<file path="config.mk">
export PLATFORM = sky130hd
export DESIGN_NAME = hbridge_motor_command_guard_top
export DESIGN_NICKNAME = d
export VERILOG_FILES = /design/src/hw/rtl/hbmcg_pkg.sv /design/src/hw/rtl/hbridge_motor_command_guard_top.sv
export SDC_FILE = /design/constraint.sdc
export NUM_CORES = 1
export LEC_CHECK = 0
export BUFFER_PORTS_ARGS = -buffer_cell sky130_fd_sc_hd__buf_4
export CAP_MARGIN = 20
export CORE_ASPECT_RATIO = 1.2
export CORE_MARGIN = 2
export CORE_UTILIZATION = 50
export CTS_CLUSTER_DIAMETER = 100
export CTS_CLUSTER_SIZE = 10
export DETAILED_ROUTE_END_ITERATION = 8
export GPL_ROUTABILITY_DRIVEN = 0
export MAX_ROUTING_LAYER = met4
export PLACE_DENSITY = 0.66
export REMOVE_ABC_BUFFERS = 1
export SLEW_MARGIN = 20
export SYNTH_ARGS = -nofsm -noshare
export SYNTH_HDL_FRONTEND = slang
export SYNTH_SLANG_ARGS = --single-unit
</file>
<file path="constraint.sdc">
create_clock -name clk -period 10.8 [get_ports clk]
set_input_delay 1.08 -clock clk [delete_from_list [all_inputs] [get_ports clk]]
set_output_delay 1.08 -clock clk [all_outputs]
set_load 0.05 [all_outputs]
</file>
<file path="src/hw/rtl/hbmcg_pkg.sv">
package hbmcg_pkg;

	// Channel count is fixed by the one-bit channel field.
	localparam int CHANNELS = 2;

	localparam int OP_W    = 2;
	localparam int CMD_W   = 16;
	localparam int LEVEL_W = 11;
	localparam int LIMIT_W = 10;
	localparam int STEP_W  = 11;
	localparam int COAST_W = 8;
	localparam int DUTY_W  = 16;
	localparam int MAG_W   = 10;
	localparam int PROD_W  = MAG_W + DUTY_W;
	localparam int ADDR_W  = 3;
	localparam int CFG_W   = 16;

	// Operation codes
	localparam logic [OP_W-1:0] OP_SET    = 2'd0;
	localparam logic [OP_W-1:0] OP_STOP   = 2'd1;
	localparam logic [OP_W-1:0] OP_FAULT  = 2'd2;
	localparam logic [OP_W-1:0] OP_ENABLE = 2'd3;

	// Register indexes
	localparam logic [ADDR_W-1:0] REG_DRIVE_LIMIT = 3'd0;
	localparam logic [ADDR_W-1:0] REG_SLEW_STEP   = 3'd1;
	localparam logic [ADDR_W-1:0] REG_COAST_COUNT = 3'd2;
	localparam logic [ADDR_W-1:0] REG_MAIN_PERIOD = 3'd3;
	localparam logic [ADDR_W-1:0] REG_LEFT_PERIOD = 3'd4;

	// Reset values
	localparam logic [LIMIT_W-1:0] RST_DRIVE_LIMIT = 10'd1000;
	localparam logic [STEP_W-1:0]  RST_SLEW_STEP   = 11'd50;
	localparam logic [COAST_W-1:0] RST_COAST_COUNT = 8'd5;
	localparam logic [DUTY_W-1:0]  RST_MAIN_PERIOD = 16'd2500;
	localparam logic [DUTY_W-1:0]  RST_LEFT_PERIOD = 16'd12500;

	localparam logic [MAG_W-1:0] PERMILLE = 10'd1000;

	// x/1000 = (x>>3)/125; (x>>3) < 2^23, and ceil(2^30/125) is exact over that range
	localparam int              RECIP_SHIFT = 30;
	localparam int              RECIP_W     = 24;
	localparam logic [RECIP_W-1:0] RECIP_125 = 24'd8589935;

	typedef struct packed {
		logic                      ch;
		logic signed [LEVEL_W-1:0] level;
		logic                      en;
		logic                      last;
	} meta_t;

endpackage

</file>
<file path="src/hw/rtl/hbridge_motor_command_guard_top.sv">
// H-bridge command guard for two motor channels. Requests arrive on the s_ side
// (operation in s_tuser; channel and signed per-mille command in s_tdata) and
// bridge updates leave on the m_ side: channel, applied level, positive and
// negative compare counts and the enable status, with tlast on the final update
// of a request. A set request is clamped to drive_limit, stopped at once on zero,
// held at zero during the coast count after a reversal, and otherwise slewed by at
// most slew_step; it yields one update. Stop-all yields two updates (channel 0,
// then channel 1); fault shutdown yields two while enabled and then blocks sets
// until an enable request. Enable and ignored requests yield nothing. Rate: one
// request per cycle for set and enable while the pipeline is not stalled; stop,
// and fault while enabled, hold s_tready low until their second update has been
// issued into the pipeline. Three register stages: a level/state stage, a duty
// multiply stage and a divide-by-1000 reciprocal multiply stage that is the
// output register. Each stage advances on its own when the one after it has
// room, so requests keep flowing while a finished update waits on m_tready.
// Configuration must be written through cfg_we/cfg_addr/cfg_wdata only while
// no request is in flight; the block itself does not enforce this.
module hbridge_motor_command_guard_top
	import hbmcg_pkg::*;
(
	input  logic              clk,
	input  logic              arst_n,
	// configuration writes
	input  logic              cfg_we,
	input  logic [ADDR_W-1:0] cfg_addr,
	input  logic [CFG_W-1:0]  cfg_wdata,
	// requests
	input  logic              s_tvalid,
	output logic              s_tready,
	input  logic [23:0]       s_tdata,   // [0] channel, [16:1] command_level, [23:17] zero
	input  logic [1:0]        s_tuser,   // [1:0] operation
	// bridge updates
	output logic              m_tvalid,
	input  logic              m_tready,
	output logic [47:0]       m_tdata,   // [0] out_channel, [11:1] applied_level,
	                                     // [27:12] positive_duty, [43:28] negative_duty,
	                                     // [44] outputs_enabled, [47:45] zero
	output logic              m_tlast
);

	// ---------------- configuration registers ----------------
	logic [LIMIT_W-1:0] drive_limit_q;
	logic [STEP_W-1:0]  slew_step_q;
	logic [COAST_W-1:0] coast_count_q;
	logic [DUTY_W-1:0]  main_period_q;
	logic [DUTY_W-1:0]  left_period_q;

	always_ff @(posedge clk or negedge arst_n) begin
		if (!arst_n) begin
			drive_limit_q <= RST_DRIVE_LIMIT;
			slew_step_q   <= RST_SLEW_STEP;
			coast_count_q <= RST_COAST_COUNT;
			main_period_q <= RST_MAIN_PERIOD;
			left_period_q <= RST_LEFT_PERIOD;
		end else if (cfg_we) begin
			unique case (cfg_addr)
				REG_DRIVE_LIMIT: drive_limit_q <= cfg_wdata[LIMIT_W-1:0];
				REG_SLEW_STEP:   slew_step_q   <= cfg_wdata[STEP_W-1:0];
				REG_COAST_COUNT: coast_count_q <= cfg_wdata[COAST_W-1:0];
				REG_MAIN_PERIOD: main_period_q <= cfg_wdata[DUTY_W-1:0];
				REG_LEFT_PERIOD: left_period_q <= cfg_wdata[DUTY_W-1:0];
				default: ;  // unused indexes are dropped
			endcase
		end
	end

	// ---------------- request fields ----------------
	logic [OP_W-1:0]         op;
	logic                    ch;
	logic signed [CMD_W-1:0] cmd;

	assign op  = s_tuser[OP_W-1:0];
	assign ch  = s_tdata[0];
	assign cmd = s_tdata[CMD_W:1];

	// ---------------- channel state ----------------
	logic signed [LEVEL_W-1:0] applied_q [CHANNELS];
	logic [COAST_W-1:0]        coast_q   [CHANNELS];
	logic                      enabled_q;
	logic                      pend_q;      // second update of stop/fault still owed
	logic                      pend_en_q;   // enable status to report with it

	// pipeline valids and handshake
	logic v_s1, v_s2, v_s3;
	logic adv1, adv2, adv3;
	logic accept;

	assign adv3     = !v_s3 || m_tready;
	assign adv2     = !v_s2 || adv3;
	assign adv1     = !v_s1 || adv2;
	assign s_tready = adv1 && !pend_q;
	assign accept   = s_tvalid && s_tready;

	// ---------------- set: clamp, coast, reversal, slew ----------------
	logic signed [CMD_W:0]     cmd_x, lim_x;
	logic signed [LEVEL_W-1:0] clamped, cur, next_level;
	logic [COAST_W-1:0]        cur_coast, next_coast;
	logic signed [LEVEL_W+1:0] delta, step_x;

	always_comb begin
		cmd_x = {cmd[CMD_W-1], cmd};
		lim_x = {{(CMD_W+1-LIMIT_W){1'b0}}, drive_limit_q};
		if (cmd_x > lim_x)
			clamped = lim_x[LEVEL_W-1:0];
		else if (cmd_x < -lim_x)
			clamped = LEVEL_W'(-lim_x);
		else
			clamped = cmd_x[LEVEL_W-1:0];

		cur       = applied_q[ch];
		cur_coast = coast_q[ch];
		step_x    = {2'b00, slew_step_q};
		delta     = {{2{clamped[LEVEL_W-1]}}, clamped} - {{2{cur[LEVEL_W-1]}}, cur};
		if (delta > step_x)
			delta = step_x;
		else if (delta < -step_x)
			delta = -step_x;

		priority if (clamped == '0) begin
			next_level = '0;
			next_coast = '0;
		end else if (cur_coast != '0) begin
			// coasting after a reversal
			next_level = '0;
			next_coast = cur_coast - COAST_W'(1);
		end else if (cur != '0 && (cur[LEVEL_W-1] != clamped[LEVEL_W-1])) begin
			// reversal: drop to zero and start coasting
			next_level = '0;
			next_coast = coast_count_q;
		end else begin
			next_level = LEVEL_W'({{2{cur[LEVEL_W-1]}}, cur} + delta);
			next_coast = cur_coast;
		end
	end

	// ---------------- state update and stage 1 load ----------------
	meta_t                 load_meta;
	logic                  load_v;
	meta_t                 meta_s1, meta_s2, meta_s3;
	logic [MAG_W-1:0]      mag_s1;
	logic [DUTY_W-1:0]     period_s1;

	always_comb begin
		load_v    = 1'b0;
		load_meta = '{ch: 1'b0, level: '0, en: enabled_q, last: 1'b0};
		if (pend_q) begin
			load_v    = 1'b1;
			load_meta = '{ch: 1'b1, level: '0, en: pend_en_q, last: 1'b1};
		end else if (accept) begin
			unique case (op)
				OP_SET: begin
					load_v    = enabled_q;
					load_meta = '{ch: ch, level: next_level, en: 1'b1, last: 1'b1};
				end
				OP_STOP: begin
					load_v    = 1'b1;
					load_meta = '{ch: 1'b0, level: '0, en: enabled_q, last: 1'b0};
				end
				OP_FAULT: begin
					load_v    = enabled_q;
					load_meta = '{ch: 1'b0, level: '0, en: 1'b0, last: 1'b0};
				end
				OP_ENABLE: load_v = 1'b0;
			endcase
		end
	end

	// magnitude capped at 1000, period chosen by direction and channel
	logic [LEVEL_W-1:0] abs_level;
	logic [MAG_W-1:0]   load_mag;
	logic [DUTY_W-1:0]  load_period;

	always_comb begin
		abs_level = load_meta.level[LEVEL_W-1] ? LEVEL_W'(-load_meta.level)
		                                       : load_meta.level;
		load_mag  = (abs_level > {1'b0, PERMILLE}) ? PERMILLE : abs_level[MAG_W-1:0];
		if (!load_meta.level[LEVEL_W-1] && !load_meta.ch)
			load_period = left_period_q;
		else
			load_period = main_period_q;
	end

	always_ff @(posedge clk or negedge arst_n) begin
		if (!arst_n) begin
			for (int i = 0; i < CHANNELS; i++) begin
				applied_q[i] <= '0;
				coast_q[i]   <= '0;
			end
			enabled_q <= 1'b0;
			pend_q    <= 1'b0;
			pend_en_q <= 1'b0;
		end else begin
			if (pend_q && adv1)
				pend_q <= 1'b0;
			if (accept) begin
				unique case (op)
					OP_SET: begin
						if (enabled_q) begin
							applied_q[ch] <= next_level;
							coast_q[ch]   <= next_coast;
						end
					end
					OP_STOP: begin
						for (int i = 0; i < CHANNELS; i++) begin
							applied_q[i] <= '0;
							coast_q[i]   <= '0;
						end
						pend_q    <= 1'b1;
						pend_en_q <= enabled_q;
					end
					OP_FAULT: begin
						if (enabled_q) begin
							for (int i = 0; i < CHANNELS; i++) begin
								applied_q[i] <= '0;
								coast_q[i]   <= '0;
							end
							enabled_q <= 1'b0;
							pend_q    <= 1'b1;
							pend_en_q <= 1'b0;
						end
					end
					OP_ENABLE: enabled_q <= 1'b1;
				endcase
			end
		end
	end

	// ---------------- pipeline ----------------
	logic [PROD_W-1:0]                  prod_s2;
	logic [PROD_W-4:0]                  prod_div8;
	logic [PROD_W-3+RECIP_W-1:0]        quot_full;
	logic [DUTY_W-1:0]                  pos_s3, neg_s3;

	assign prod_div8 = prod_s2[PROD_W-1:3];
	assign quot_full = {{RECIP_W{1'b0}}, prod_div8} * {{(PROD_W-3){1'b0}}, RECIP_125};

	always_ff @(posedge clk or negedge arst_n) begin
		if (!arst_n) begin
			v_s1 <= 1'b0;
			v_s2 <= 1'b0;
			v_s3 <= 1'b0;
		end else begin
			if (adv1) v_s1 <= load_v;
			if (adv2) v_s2 <= v_s1;
			if (adv3) v_s3 <= v_s2;
		end
	end

	always_ff @(posedge clk) begin
		if (adv1) begin
			meta_s1   <= load_meta;
			mag_s1    <= load_mag;
			period_s1 <= load_period;
		end
		if (adv2) begin
			meta_s2 <= meta_s1;
			prod_s2 <= {{DUTY_W{1'b0}}, mag_s1} * {{MAG_W{1'b0}}, period_s1};
		end
		if (adv3) begin
			meta_s3 <= meta_s2;
			// zero level gives zero product, so both pins read zero
			if (meta_s2.level[LEVEL_W-1]) begin
				pos_s3 <= '0;
				neg_s3 <= quot_full[RECIP_SHIFT +: DUTY_W];
			end else begin
				pos_s3 <= quot_full[RECIP_SHIFT +: DUTY_W];
				neg_s3 <= '0;
			end
		end
	end

	// ---------------- outputs ----------------
	assign m_tvalid = v_s3;
	assign m_tlast  = meta_s3.last;
	assign m_tdata  = {3'b000, meta_s3.en, neg_s3, pos_s3, meta_s3.level, meta_s3.ch};

endmodule

</file>
==> results.cfg <==
[synthesis]
synth_async_sr_flop_share_pct = 46.1
netlist_instances = 2468
syn_avg_cell_area_um2 = 10.2
yosys_register_bits = 228
synth_area_um2 = 25100
yosys_warnings = 0
ys_seq_area_share_pct = 25.2
synthFlopType = edfxtp_1
yosysUniqueCellTypes = 91
synth_edf_count = 123

[global_route]
grt_pass1_wl_um = 94100
grt.overflow.total = 0
gr-usage-all-layers_pct = 23.0
grt_pass1_vias = 18900
grt_start_max_net_pins = 62
antenna_found_initial = 0

[place]
io_buffers = 90
place_area_um2 = 26800
dp_hpwl_um = 47100

[critical_path]
cp_slowest_cell = or4b_4
timing_worst_setup_path_type = register to register
startpoint = drive_limit_q[0]$_DFFE_PN0P_
crit_required_ns = 11.09
startpoint_type = register
cp_max_fo = 5
endpoint_kind = register
critPathTopFamily = compound AO/OA/AOI/OAI gates
crit_top_cell = a21oi_2
crit_arrival_ns = 11.01
crit_buf_inv = 5
max_stage_delay_ns = 0.48
rr_startpoint = drive_limit_q[0]$_DFFE_PN0P_

[final_layout]
diodes = 0
final_area_um2 = 28100
fin_nets = 3291
drive_gt1_share_pct = 14.2
syn2layout_area_growth_pct = 11.8

[cts]
numCtsBuffers = 26
clock-sinks = 228
cts_tree = done
cts_max_level = 1
insertion_delay_ns = 0.58
clock_path_buffers = 3
path_clk_slew_ns = 0.06
cts-root-buf = clkbuf_16

[worst_hold_path]
hp-class = register to register
hp-start = meta_s2[10]$_DFFE_PP_

[drt]
drt_first_pass_iters = 6
drt_wl_total_um = 57800
wire_per_inst_um = 17.7
drc = 0
vias_per_cell = 5.45
num_vias = 17800
drt_iter0_drc = 669
postRouteAntennaNets = 0

[floorplanning]
dieArea_um2 = 52100
core-area_um2 = 50000
ioPinCount = 101
rows = 90
fp.dieH_um = 250
die_x_um = 209
start_util_pct = 50.3

[timing]
setup_viol = 0
tightest_slew_ns = 0.818
whs_ns = 0.416
rsz0062_at_grt = yes
drv_slew = 0
fin_crit_sh_pct = 99.3
fmax_mhz = 93.2
timing.final.crit_period_ns = 10.73
setup_tns_ns = 0
slew_headroom_pct = 45.3
finalHoldViolCount = 0
fin_skew_ns = 0.0360

[job]
drv_cap = 0

[run_status]
status = complete, no violations
cell usage after synthesis, types with 21 or more instances:
| library cell | number | area (um2) |
|---|---|---|
| a21o_1 | 21 | 158 |
| a21oi_1 | 80 | 400 |
| and2_1 | 94 | 588 |
| clkbuf_1 | 52 | 195 |
| dfrtp_1 | 83 | 2080 |
| dfstp_2 | 22 | 578 |
| edfxtp_1 | 123 | 3690 |
| fa_1 | 267 | 5350 |
| ha_1 | 370 | 4630 |
| inv_1 | 456 | 1710 |
| mux2_2 | 49 | 552 |
| mux2i_1 | 29 | 290 |
| nand2_1 | 198 | 743 |
| nand3_1 | 34 | 170 |
| nor2_1 | 110 | 413 |
| nor3_1 | 26 | 130 |
| o21ai_0 | 93 | 465 |
| xnor2_1 | 62 | 543 |
| xor2_1 | 24 | 210 |
flip-flops by register name, summed over array words and instances, names as in the netlist, 11 cells and up:
signal,count
prod_s2,23
applied_q,22
coast_q,16
left_period_q,16
main_period_q,16
neg_s3,16
period_s1,16
pos_s3,16
meta_s1,14
meta_s2,14
m_tdata,13
slew_step_q,11
cells by family (layout without fill, tap and decap cells):
kind of cell	Yosys count	after routing	share of synthesized area, %
other	1	3	0.0149
AOI/OAI and AO/OA	343	343	9.08
xor gates and xnor gates	86	86	3.00
muxes	95	95	4.26
and+or+nand+nor	555	555	10.7
buffers and inverters	520	674	7.91
adders and majority gates	640	640	39.8
DFF	228	228	25.2
layer usage:
layer	vias to the layer above	part of all wire (%)	GRT usage [%]	wire, um
li1	8450	-	-	-
met1	8829	38	25.4	22100
met2	395	53	42.3	30700
met3	145	3.9	2.35	2240
met4	0	4.8	9.57	2760
met5	-	0	-	0
layout by cell type (no fill, tap or decap), types with 8 or more instances in the layout:
master     synthesis  routed
nor2_1           110     109
nand3_1           34      31
nand2b_1          11      10
mux2_4            10      17
clkbuf_1          52      21
mux2i_1           29      28
inv_1            456     452
a31oi_1           16      16
a21oi_2            2      15
fa_1             267     265
and2_1            94      94
xnor2_1           62      57
o22a_1             8       8
o211ai_1           9       9
o21ai_1            8      12
o21a_1            16      15
nor2b_1            9       9
clkbuf_16          0      27
buf_4              3     163
edfxtp_1         123     123
nand2_1          198     193
o21ai_0           93      89
dfrtp_1           83      83
a21oi_1           80      67
mux2_2            49      48
nand4_1           16      16
a21o_1            21      21
o21bai_1          14      14
ha_1             370     367
xor2_1            24      23
and3_1            11      10
nor3_1            26      21
dfstp_2           22      22
area by class of cell:
cell class | count | area (um2)
Clock buffer | 47 | 729
Tap cell | 644 | 806
Clock inverter | 1 | 30.0
Timing Repair Buffer | 170 | 1330
Inverter | 456 | 1710
Sequential cell | 228 | 6350
Multi-Input combinational cell | 1722 | 17200
Fill cell | 4349 | 21900
final timing paths:
check | cells after the start | slack, ns | endpoint
worst min register to register | 0 | 0.42 | m_tdata[9]$_DFFE_PP_
worst min-delay path | 0 | 0.42 | m_tdata[9]$_DFFE_PP_
worst max-delay path | 51 | 0.07 | mag_s1[2]$_SDFFCE_PN0N_
max in group asynchronous | 2 | 9.02 | left_period_q[11]$_DFFE_PN0P_
min in group asynchronous | 1 | 0.51 | coast_q[4]$_DFFE_PN0P_
worst max register to register | 51 | 0.07 | mag_s1[2]$_SDFFCE_PN0N_
metrics by stage:
| step | util (%) | worst slack (ns) | cells |
|---|---|---|---|
| after detailed placement | 53.6 | -0.114 | 3196 |
| after floorplan | - | -0.449 | 2406 |
| after global routing | 56.2 | -0.439 | 3268 |
| final | 56.2 | 0.0743 | 3268 |
| after CTS | 55.3 | 0.00622 | 3247 |
| after global placement | 53.6 | 0.110 | 3195 |
what timing repair did:
item	CTS	global route
setup buffers	3	19
resized for setup	7	70
pin swaps	1	54
cloned	0	1
setup endpoints to repair	25	29
hold buffers	0	0
Power is left out: the tool's default activity adds up to more than one toggle a clock period on the data nets, which glitch-free logic cannot reach.
